===== config.mk =====
export PLATFORM = sky130hd
export DESIGN_NAME = dual_key_press_classifier_top
export DESIGN_NICKNAME = d
export VERILOG_FILES = /design/src/sv/kpc_pkg.sv /design/src/sv/kpc_key.sv /design/src/sv/dual_key_press_classifier_top.sv
export SDC_FILE = /design/constraint.sdc
export NUM_CORES = 1
export LEC_CHECK = 0
export BUFFER_PORTS_ARGS = -buffer_cell sky130_fd_sc_hd__buf_2
export CORE_MARGIN = 4
export CORE_UTILIZATION = 45
export CTS_BUF_LIST = sky130_fd_sc_hd__clkbuf_4 sky130_fd_sc_hd__clkbuf_8 sky130_fd_sc_hd__clkbuf_16
export DETAILED_ROUTE_END_ITERATION = 12
export REMOVE_ABC_BUFFERS = 1
export SETUP_SLACK_MARGIN = 0.15
export SLEW_MARGIN = 20
export SYNTH_ARGS = -nofsm -noshare
export SYNTH_HDL_FRONTEND = slang
export SYNTH_HIERARCHICAL = 1
export SYNTH_SLANG_ARGS = --single-unit

===== constraint.sdc =====
create_clock -name clk_i -period 5.5 [get_ports clk_i]
set_clock_uncertainty 0.2 [all_clocks]
set_input_delay 1.1 -clock clk_i [delete_from_list [all_inputs] [get_ports clk_i]]
set_output_delay 1.1 -clock clk_i [all_outputs]
set_load 0.03 [all_outputs]

===== src/sv/kpc_pkg.sv =====
// Package for the dual key press classifier.
// Holds shared constants, event codes and the per-key event struct.
// No dependencies.
package kpc_pkg;

  // Default timestamp width kept in the per-key state
  localparam int unsigned TICK_BITS_DEF = 32;

  // Width of the scan item timestamp field
  localparam int unsigned NOW_W = 32;

  // Configuration register layout
  localparam int unsigned CFG_W     = 16;
  localparam int unsigned CFG_IDX_W = 1;

  typedef enum logic [CFG_IDX_W-1:0] {
    CFG_DEBOUNCE = 1'b0,
    CFG_LONG     = 1'b1
  } cfg_idx_e;

  localparam logic [CFG_W-1:0] DEBOUNCE_RST = 16'd20;
  localparam logic [CFG_W-1:0] LONG_RST     = 16'd1000;

  // Result codes
  localparam int unsigned EVT_W = 3;

  typedef enum logic [EVT_W-1:0] {
    EVT_NONE       = 3'd0,
    EVT_KEY1_SHORT = 3'd1,
    EVT_KEY1_LONG  = 3'd2,
    EVT_KEY2_SHORT = 3'd3,
    EVT_KEY2_LONG  = 3'd4
  } evt_code_e;

  // Thresholds handed to each key scanner
  typedef struct packed {
    logic [CFG_W-1:0] debounce;
    logic [CFG_W-1:0] long_press;
  } kpc_cfg_t;

  // Events raised by one key scanner for the staged item
  typedef struct packed {
    logic short_ev;
    logic long_ev;
  } kpc_evt_t;

endpackage


===== src/sv/kpc_key.sv =====
// Per-key state and press classification for the dual key press classifier.
// Evaluates one staged scan item and updates its state on commit.
// Depends on kpc_pkg.
module kpc_key #(
  parameter int unsigned TICK_BITS = kpc_pkg::TICK_BITS_DEF
) (
  input  logic                 clk_i,
  input  logic                 rst_ni,
  input  logic                 commit_i,
  input  logic                 pressed_i,
  input  logic [TICK_BITS-1:0] now_i,
  input  kpc_pkg::kpc_cfg_t    cfg_i,
  output kpc_pkg::kpc_evt_t    evt_o
);
  import kpc_pkg::*;

  logic                 released_q, released_d;
  logic [TICK_BITS-1:0] start_q, start_d;
  logic                 long_done_q, long_done_d;
  logic                 armed_q, armed_d;

  logic [TICK_BITS-1:0] elapsed;
  logic                 past_debounce;
  logic                 past_long;
  logic                 changed;

  // Elapsed time wraps modulo 2^TICK_BITS
  assign elapsed       = now_i - start_q;
  assign past_debounce = elapsed >= TICK_BITS'(cfg_i.debounce);
  assign past_long     = elapsed >= TICK_BITS'(cfg_i.long_press);
  assign changed       = (pressed_i == released_q);

  // Classification and next state
  always_comb begin
    released_d  = released_q;
    start_d     = start_q;
    long_done_d = long_done_q;
    armed_d     = armed_q;
    evt_o       = '0;
    if (changed) begin
      if (pressed_i) begin
        // new press: record start, arm short detection
        start_d     = now_i;
        long_done_d = 1'b0;
        armed_d     = 1'b1;
        released_d  = 1'b0;
      end else begin
        released_d = 1'b1;
        if (armed_q && past_debounce) begin
          armed_d        = 1'b0;
          evt_o.short_ev = ~past_long;
        end
      end
    end else if (pressed_i && !long_done_q && past_long) begin
      long_done_d   = 1'b1;
      evt_o.long_ev = 1'b1;
    end
  end

  // State registers
  always_ff @(posedge clk_i or negedge rst_ni) begin
    if (!rst_ni) begin
      released_q  <= 1'b1;
      start_q     <= '0;
      long_done_q <= 1'b0;
      armed_q     <= 1'b0;
    end else if (commit_i) begin
      released_q  <= released_d;
      start_q     <= start_d;
      long_done_q <= long_done_d;
      armed_q     <= armed_d;
    end
  end

endmodule


===== src/sv/dual_key_press_classifier_top.sv =====
// Top level of the dual key press classifier: input stage, two key scanners,
// config registers and the result register.
// Depends on kpc_pkg and kpc_key.
//
//  channel | signals                                         | direction
//  --------+-------------------------------------------------+----------
//  in      | in_valid_i, in_ready_o, now_tick_i, key1/2_down | input
//  out     | out_valid_o, out_ready_i, event_code_o          | output
//  cfg     | cfg_we_i, cfg_idx_i, cfg_data_i                 | input
//
// One item per cycle sustained while the result is not stalled; an accepted item
// passes through the input register, then the result register.
// The key state updates when a staged item moves into the result register,
// so the next item always sees the state left by the previous one.
// A stalled result holds both registers; in_ready_o drops only when both
// hold an item. Reset clears state to released keys and default thresholds.
module dual_key_press_classifier_top #(
  parameter int unsigned TICK_BITS = kpc_pkg::TICK_BITS_DEF
) (
  input  logic                      clk_i,
  input  logic                      rst_ni,
  input  logic                      in_valid_i,
  output logic                      in_ready_o,
  input  logic [kpc_pkg::NOW_W-1:0] now_tick_i,
  input  logic                      key1_down_i,
  input  logic                      key2_down_i,
  output logic                      out_valid_o,
  input  logic                      out_ready_i,
  output logic [kpc_pkg::EVT_W-1:0] event_code_o,
  input  logic                      cfg_we_i,
  input  logic [kpc_pkg::CFG_IDX_W-1:0] cfg_idx_i,
  input  logic [kpc_pkg::CFG_W-1:0] cfg_data_i
);
  import kpc_pkg::*;

  kpc_cfg_t cfg_q;

  logic                 in_vld_q;
  logic [TICK_BITS-1:0] now_q;
  logic                 k1_q, k2_q;

  logic                 out_vld_q;
  logic [EVT_W-1:0]     evt_q, evt_d;

  logic     adv;
  logic     commit1, commit2;
  kpc_evt_t evt1, evt2;
  logic     k1_hit;

  // Configuration registers
  always_ff @(posedge clk_i or negedge rst_ni) begin
    if (!rst_ni) begin
      cfg_q.debounce   <= DEBOUNCE_RST;
      cfg_q.long_press <= LONG_RST;
    end else if (cfg_we_i) begin
      unique case (cfg_idx_e'(cfg_idx_i))
        CFG_DEBOUNCE: cfg_q.debounce   <= cfg_data_i;
        CFG_LONG:     cfg_q.long_press <= cfg_data_i;
        default:      ;
      endcase
    end
  end

  // Handshake: staged item advances when the result register frees up
  assign adv        = !out_vld_q || out_ready_i;
  assign in_ready_o = !in_vld_q || adv;

  // Input register
  always_ff @(posedge clk_i or negedge rst_ni) begin
    if (!rst_ni) begin
      in_vld_q <= 1'b0;
    end else if (in_ready_o) begin
      in_vld_q <= in_valid_i;
    end
  end

  always_ff @(posedge clk_i) begin
    if (in_ready_o && in_valid_i) begin
      now_q <= TICK_BITS'(now_tick_i);
      k1_q  <= key1_down_i;
      k2_q  <= key2_down_i;
    end
  end

  // Key scanners; key 2 is left alone when key 1 reports
  assign commit1 = in_vld_q && adv;
  assign k1_hit  = evt1.short_ev || evt1.long_ev;
  assign commit2 = commit1 && !k1_hit;

  kpc_key #(.TICK_BITS(TICK_BITS)) u_key1 (
    .clk_i     (clk_i),
    .rst_ni    (rst_ni),
    .commit_i  (commit1),
    .pressed_i (k1_q),
    .now_i     (now_q),
    .cfg_i     (cfg_q),
    .evt_o     (evt1)
  );

  kpc_key #(.TICK_BITS(TICK_BITS)) u_key2 (
    .clk_i     (clk_i),
    .rst_ni    (rst_ni),
    .commit_i  (commit2),
    .pressed_i (k2_q),
    .now_i     (now_q),
    .cfg_i     (cfg_q),
    .evt_o     (evt2)
  );

  // Event code, key 1 first
  always_comb begin
    priority if (evt1.short_ev) begin
      evt_d = EVT_KEY1_SHORT;
    end else if (evt1.long_ev) begin
      evt_d = EVT_KEY1_LONG;
    end else if (evt2.short_ev) begin
      evt_d = EVT_KEY2_SHORT;
    end else if (evt2.long_ev) begin
      evt_d = EVT_KEY2_LONG;
    end else begin
      evt_d = EVT_NONE;
    end
  end

  // Result register
  always_ff @(posedge clk_i or negedge rst_ni) begin
    if (!rst_ni) begin
      out_vld_q <= 1'b0;
    end else if (adv) begin
      out_vld_q <= in_vld_q;
    end
  end

  always_ff @(posedge clk_i) begin
    if (commit1) begin
      evt_q <= evt_d;
    end
  end

  assign out_valid_o  = out_vld_q;
  assign event_code_o = evt_q;

endmodule


# Yosys cells after proc, flatten, opt, wreduce, memory -nomap -nowiden
# Cells that the tools add are included.
[totals] elab_cells=87 reg_bits=141
[classes] n_bitwise=3 magnitude_cmp=4 reduce_logical=32 n_addsub=2 n_mux=25 eq_ne=4
[op_table] op="$ge 32x16->1" count=4
[op_table] op="$sub 32x32->32" count=2
[op_table] op="$mux 1" count=22
[op_table] op="$reduce_and 3->1" count=6
[op_table] op="$logic_and 1x1->1" count=9
[op_table] op="$reduce_and 2->1" count=4
[op_table] op="$reduce_bool 2->1" count=4
[op_table] op="$logic_not 1->1" count=5
[op_table] op="$mux 2" count=2
[op_table] op="$ne 2x2->1 const B" count=2
[op_table] op="$logic_or 1x1->1" count=3
[op_table] op="$mux 3" count=1
[op_table] op="$not 1->1" count=3
[op_table] op="$reduce_or 3->1" count=1
[op_table] op="$eq 1x1->1" count=2

# Depth between registers and ports, before layout
[logic_depth] depth_word=10 depth_mapped=23

# By module
# The synthesis kept the hierarchy.
[modules_own_cells] mod="kpc_key" n_inst=2 area_each_um2=4077.7 cells_per_inst=492 seq_area_each_um2=877.1
[modules_own_cells] mod="dual_key_press_classifier_top" n_inst=1 area_each_um2=2494.9 cells_per_inst=121 seq_area_each_um2=1971.9

# Least setup slack after synthesis
# Ideal clock, no wire load.
[synth_timing] path_type="reg2reg" from="register now_q[0]" to="register u_key2.start_q[14]" path_stages_with_launch=21 setup_ns=0.125 path_slack_ns=0.500 synth_period_minus_slack_ns=5.000 arrival_time_ns=4.676 path_cell_list="edfxtp_1 -> inv_1 -> ha_1 -> fa_1 -> and2b_4 -> o2111ai_4 -> a2111oi_0 -> or3_1 -> xor2_1 -> ha_1 -> a21o_1 -> a21oi_1 -> o21ai_0 -> a21o_1 -> nor4_2 -> and4b_1 -> nor2_1 -> and3_1 -> nand3_1 -> clkbuf_1 -> mux2_2"
[synth_rtl] element="start, declared" line="dual_key_press_classifier_top.sv:39" rtl="logic [TICK_BITS-1:0] now_q;"
[synth_rtl] element="start signal, assigned" line="dual_key_press_classifier_top.sv:79" rtl="now_q <= TICK_BITS'(now_tick_i);"
[synth_rtl] element="end signal, assigned" line="kpc_key.sv:69" rtl="start_q <= start_d;"
[synth_rtl] element="end, declared" line="kpc_key.sv:18" rtl="logic [TICK_BITS-1:0] start_q, start_d;"

==> impl_metrics.json <==
{
  "status": "finished clean",
  "drv_cap": 0,
  "powerDensity_nw_per_um2": 563,
  "post-route-drc-count": 0,
  "io_buffer_count": 60,
  "slew_viol_final": 0,
  "fp.dieArea_sq_um": 26200,
  "ys_ff_latch": 141,
  "first_global_vias": 8094,
  "synth-xor-area-share": 0.0411,
  "crit_required_ps": 5610,
  "cts_sinks": 141,
  "wirelength_um": 25100,
  "pwr-share-seq": 0.232,
  "p_switching_uw": 2970,
  "synth_cells": 1105,
  "setup_viol": 0,
  "die_h_um": 162,
  "synth_area_per_cell_sq_um": 9.64,
  "hold_path.class": "register to register",
  "fmax_mhz": 195,
  "combPwrFrac": 0.595,
  "cts_tree": "built",
  "period_needed_ps": 5130,
  "cpMaxStageDelayCell": "a2111oi_2",
  "tightestPinTransition_ps": 1080,
  "reg2reg_to": "u_key2/start_q[9]",
  "antenna_cells": 0,
  "cpPeakStageDelay_ps": 510,
  "clk_pin_slew_ps": 70,
  "h-tree-depth": 4,
  "cts_root_buffer": "clkbuf_16",
  "crit_arrival_ps": 5250,
  "r2r-start": "now_q[4]",
  "final_common_cell": "inv_1",
  "io_pins": 61,
  "drtPass1Iterations": 5,
  "areaGrowthSynthToFinish_pct": 11.7,
  "yosys.area_share.simple": 0.122,
  "gp_congestion": 0.919,
  "p_clk_frac": 0.173,
  "p_sw_frac": 0.444,
  "start_util": 0.455,
  "ys_async_sr_fraction": 0.738,
  "grt_usage": 0.194,
  "fin_area_sq_um": 11900,
  "placed_cell_area_sq_um": 11200,
  "synth_edf_count": 37,
  "critPathLaunchType": "register",
  "cts_made_buffers": 17,
  "grt_max_degree": 62,
  "min_period_over_period": 0.933,
  "final.setup.tns_ps": 0,
  "die-width_um": 162,
  "synthMuxAreaShare": 0.107,
  "rsz0062_at_grt": "false",
  "mostFrequentLayoutCells": "137 x inv_1, 126 x ha_1, 94 x dfrtp_1",
  "leakage_uw": 0.00555,
  "clockBufferDepth": 2,
  "worstPathCellList": "ha_1, o211ai_1, a21o_1, a2111oi_2, nor2_1, xnor2_1, ha_1, a21o_1, a21o_1, a21oi_1, o21ai_0, a21o_1, nor4_4, and4b_1, nor2_1, and3_1, nand3_2, clkbuf_16, mux2_2",
  "path_class": "register to register",
  "grt_pass1_wl_um": 41100,
  "avgViaCountPerCell": 5.43,
  "finalHoldViolations": 0,
  "vias": 8108,
  "crit_family": "compound AO/OA/AOI/OAI gates",
  "synth_top_family_by_area": "compound AO/OA/AOI/OAI gates",
  "rows": 56,
  "critical_path.max_fanout": 17,
  "drt-wirelength-per-cell_um": 16.8,
  "drtIter0Drc": 527,
  "totalPowerFinal_uw": 6700,
  "end_kind": "register",
  "peakVddDrop_mv": 0.205,
  "hold_depth": 2,
  "yosysSeqAreaShare": 0.350,
  "antenna_found_initial": 0,
  "r2r_cells": 19,
  "netlist_area_sq_um": 10700,
  "yosys_warnings": 6,
  "holdCritStartpoint": "u_key1/start_q[0]",
  "ys.flop_type": "dfrtp_1",
  "relSlewSlack": 0.281,
  "crit_top_cell": "a21o_1",
  "synth.distinct_cells": 58,
  "synth-compound-area-share": 0.164,
  "hold_end": "u_key1/start_q[0]",
  "clkLatencyLatePin_ps": 430,
  "grt-ovfl-total": 0,
  "fin_nets": 1345,
  "antenna_left": 0,
  "layout-drive-gt1-share": 0.193,
  "core_sq_um": 23400,
  "path_buf_inv": 1,
  "synth_adder_area_share": 0.152,
  "holdBufCountCts": 0,
  "regToRegSetupSlack_ps": 370,
  "dp_hpwl_um": 19200,
  "internal-power_uw": 3720
}
==> Yosys cell counts (8+ instances only) <==
master	number	area, sq um
nand4_1	26	163
dfrtp_1	94	2350
and2_1	8	50.1
o21a_1	10	75.1
dfstp_2	10	263
clkbuf_1	16	60.1
nand3_1	18	90.1
ha_1	126	1580
nor2_1	65	244
xor2_1	22	193
nor4_1	8	50.1
o21ai_1	8	40.0
a21oi_1	84	420
nand2_1	76	285
a211oi_1	12	90.1
a21o_1	37	278
nor3_1	8	40.0
o21ai_0	48	240
mux2_4	10	150
xnor2_1	28	245
a31oi_1	8	50.1
nand2b_1	20	125
edfxtp_1	37	1110
mux2_2	82	923
inv_1	137	514
==> flip-flops by register name (all words and copies together), names as in the netlist <==
signal,cells
out_valid_o,1
in_vld_q,1
u_key2/long_done_q,1
k2_q,1
u_key2/released_q,1
u_key1/start_q,32
u_key2/armed_q,1
u_key1/armed_q,1
event_code_o,3
now_q,32
k1_q,1
u_key2/start_q,32
cfg_q,32
u_key1/released_q,1
u_key1/long_done_q,1
==> worst max path at each step <==
stage | cells past startpoint | slack (ps) | start | to
floorplan | 19 | 220 | now_q[0] | u_key2/start_q[10]
CTS | 20 | 170 | now_q[0] | u_key2/start_q[11]
global placement | 19 | 310 | now_q[4] | u_key2/start_q[4]
finish | 19 | 370 | now_q[4] | u_key2/start_q[9]
global route | 17 | 160 | now_q[12] | u_key2/start_q[30]
detailed placement | 19 | 120 | now_q[4] | u_key2/start_q[5]
==> metal layers <==
metal	global-route usage	vias to the layer above	routed length [um]
li1	-	4047	-
met1	0.290	3856	13100
met2	0.291	183	10800
met3	0.0315	22	915
met4	0.0565	0	283
met5	0	-	0
==> power by group through the flow <==
stage          clock network, uW  registers, uW  logic (uW)
2_1_floorplan                  0           1500        3000
3_3_place_gp                   0           1560        3820
3_5_place_dp                   0           1560        3890
4_1_cts                     1190           1550        3920
5_1_grt                     1230           1590        4490
6_report                    1160           1550        3980
==> timing repair <==
action                                  in CTS  in global routing
gates cloned                                 0                  1
setup buffers                                0                  1
resized for setup                            1                  7
endpoints found under the setup margin      30                 33
pin swaps                                    0                  1
==> worst reg2reg max path, stage by stage (launching register included) <==
cell and delay [ps]:
edfxtp_1 460, ha_1 450, o211ai_1 150, a21o_1 200
a2111oi_2 510, nor2_1 140, xnor2_1 280, ha_1 300
a21o_1 170, a21o_1 190, a21oi_1 150, o21ai_0 100
a21o_1 190, nor4_4 190, and4b_1 300, nor2_1 50
and3_1 230, nand3_2 170, clkbuf_16 240, mux2_2 350
==> through the flow <==
| step | hold WS, ps | setup slack (ps) | utilization | std cells |
|---|---|---|---|---|
| 2_1_floorplan | 254 | 223 | - | 1076 |
| 3_3_place_gp | 268 | 311 | 0.480 | 1459 |
| 3_5_place_dp | 283 | 116 | 0.480 | 1459 |
| 4_1_cts | 298 | 169 | 0.505 | 1491 |
| 5_1_grt | 318 | 162 | 0.508 | 1493 |
| 6_report | 296 | 367 | 0.508 | 1493 |
==> cell families after synthesis <==
group | after synthesis
multiplexers | 98
buffers and inverters | 166
flip-flops | 141
XOR/XNOR | 50
AND/OR/NAND/NOR | 261
adder cells (fa/ha/maj) | 128
AO/OA/AOI/OAI | 261
==> cell type report <==
cell class              instances  area, sq um
flip-flops and latches        141         3730
clock inverters                11          134
well taps                     319          399
inverters                     137          514
fillers                      2192        11500
multi-input cells             798         6280
clock buffers                  21          462
repair buffers                 66          378
No activity file was read; power rests on OpenSTA's default activity.
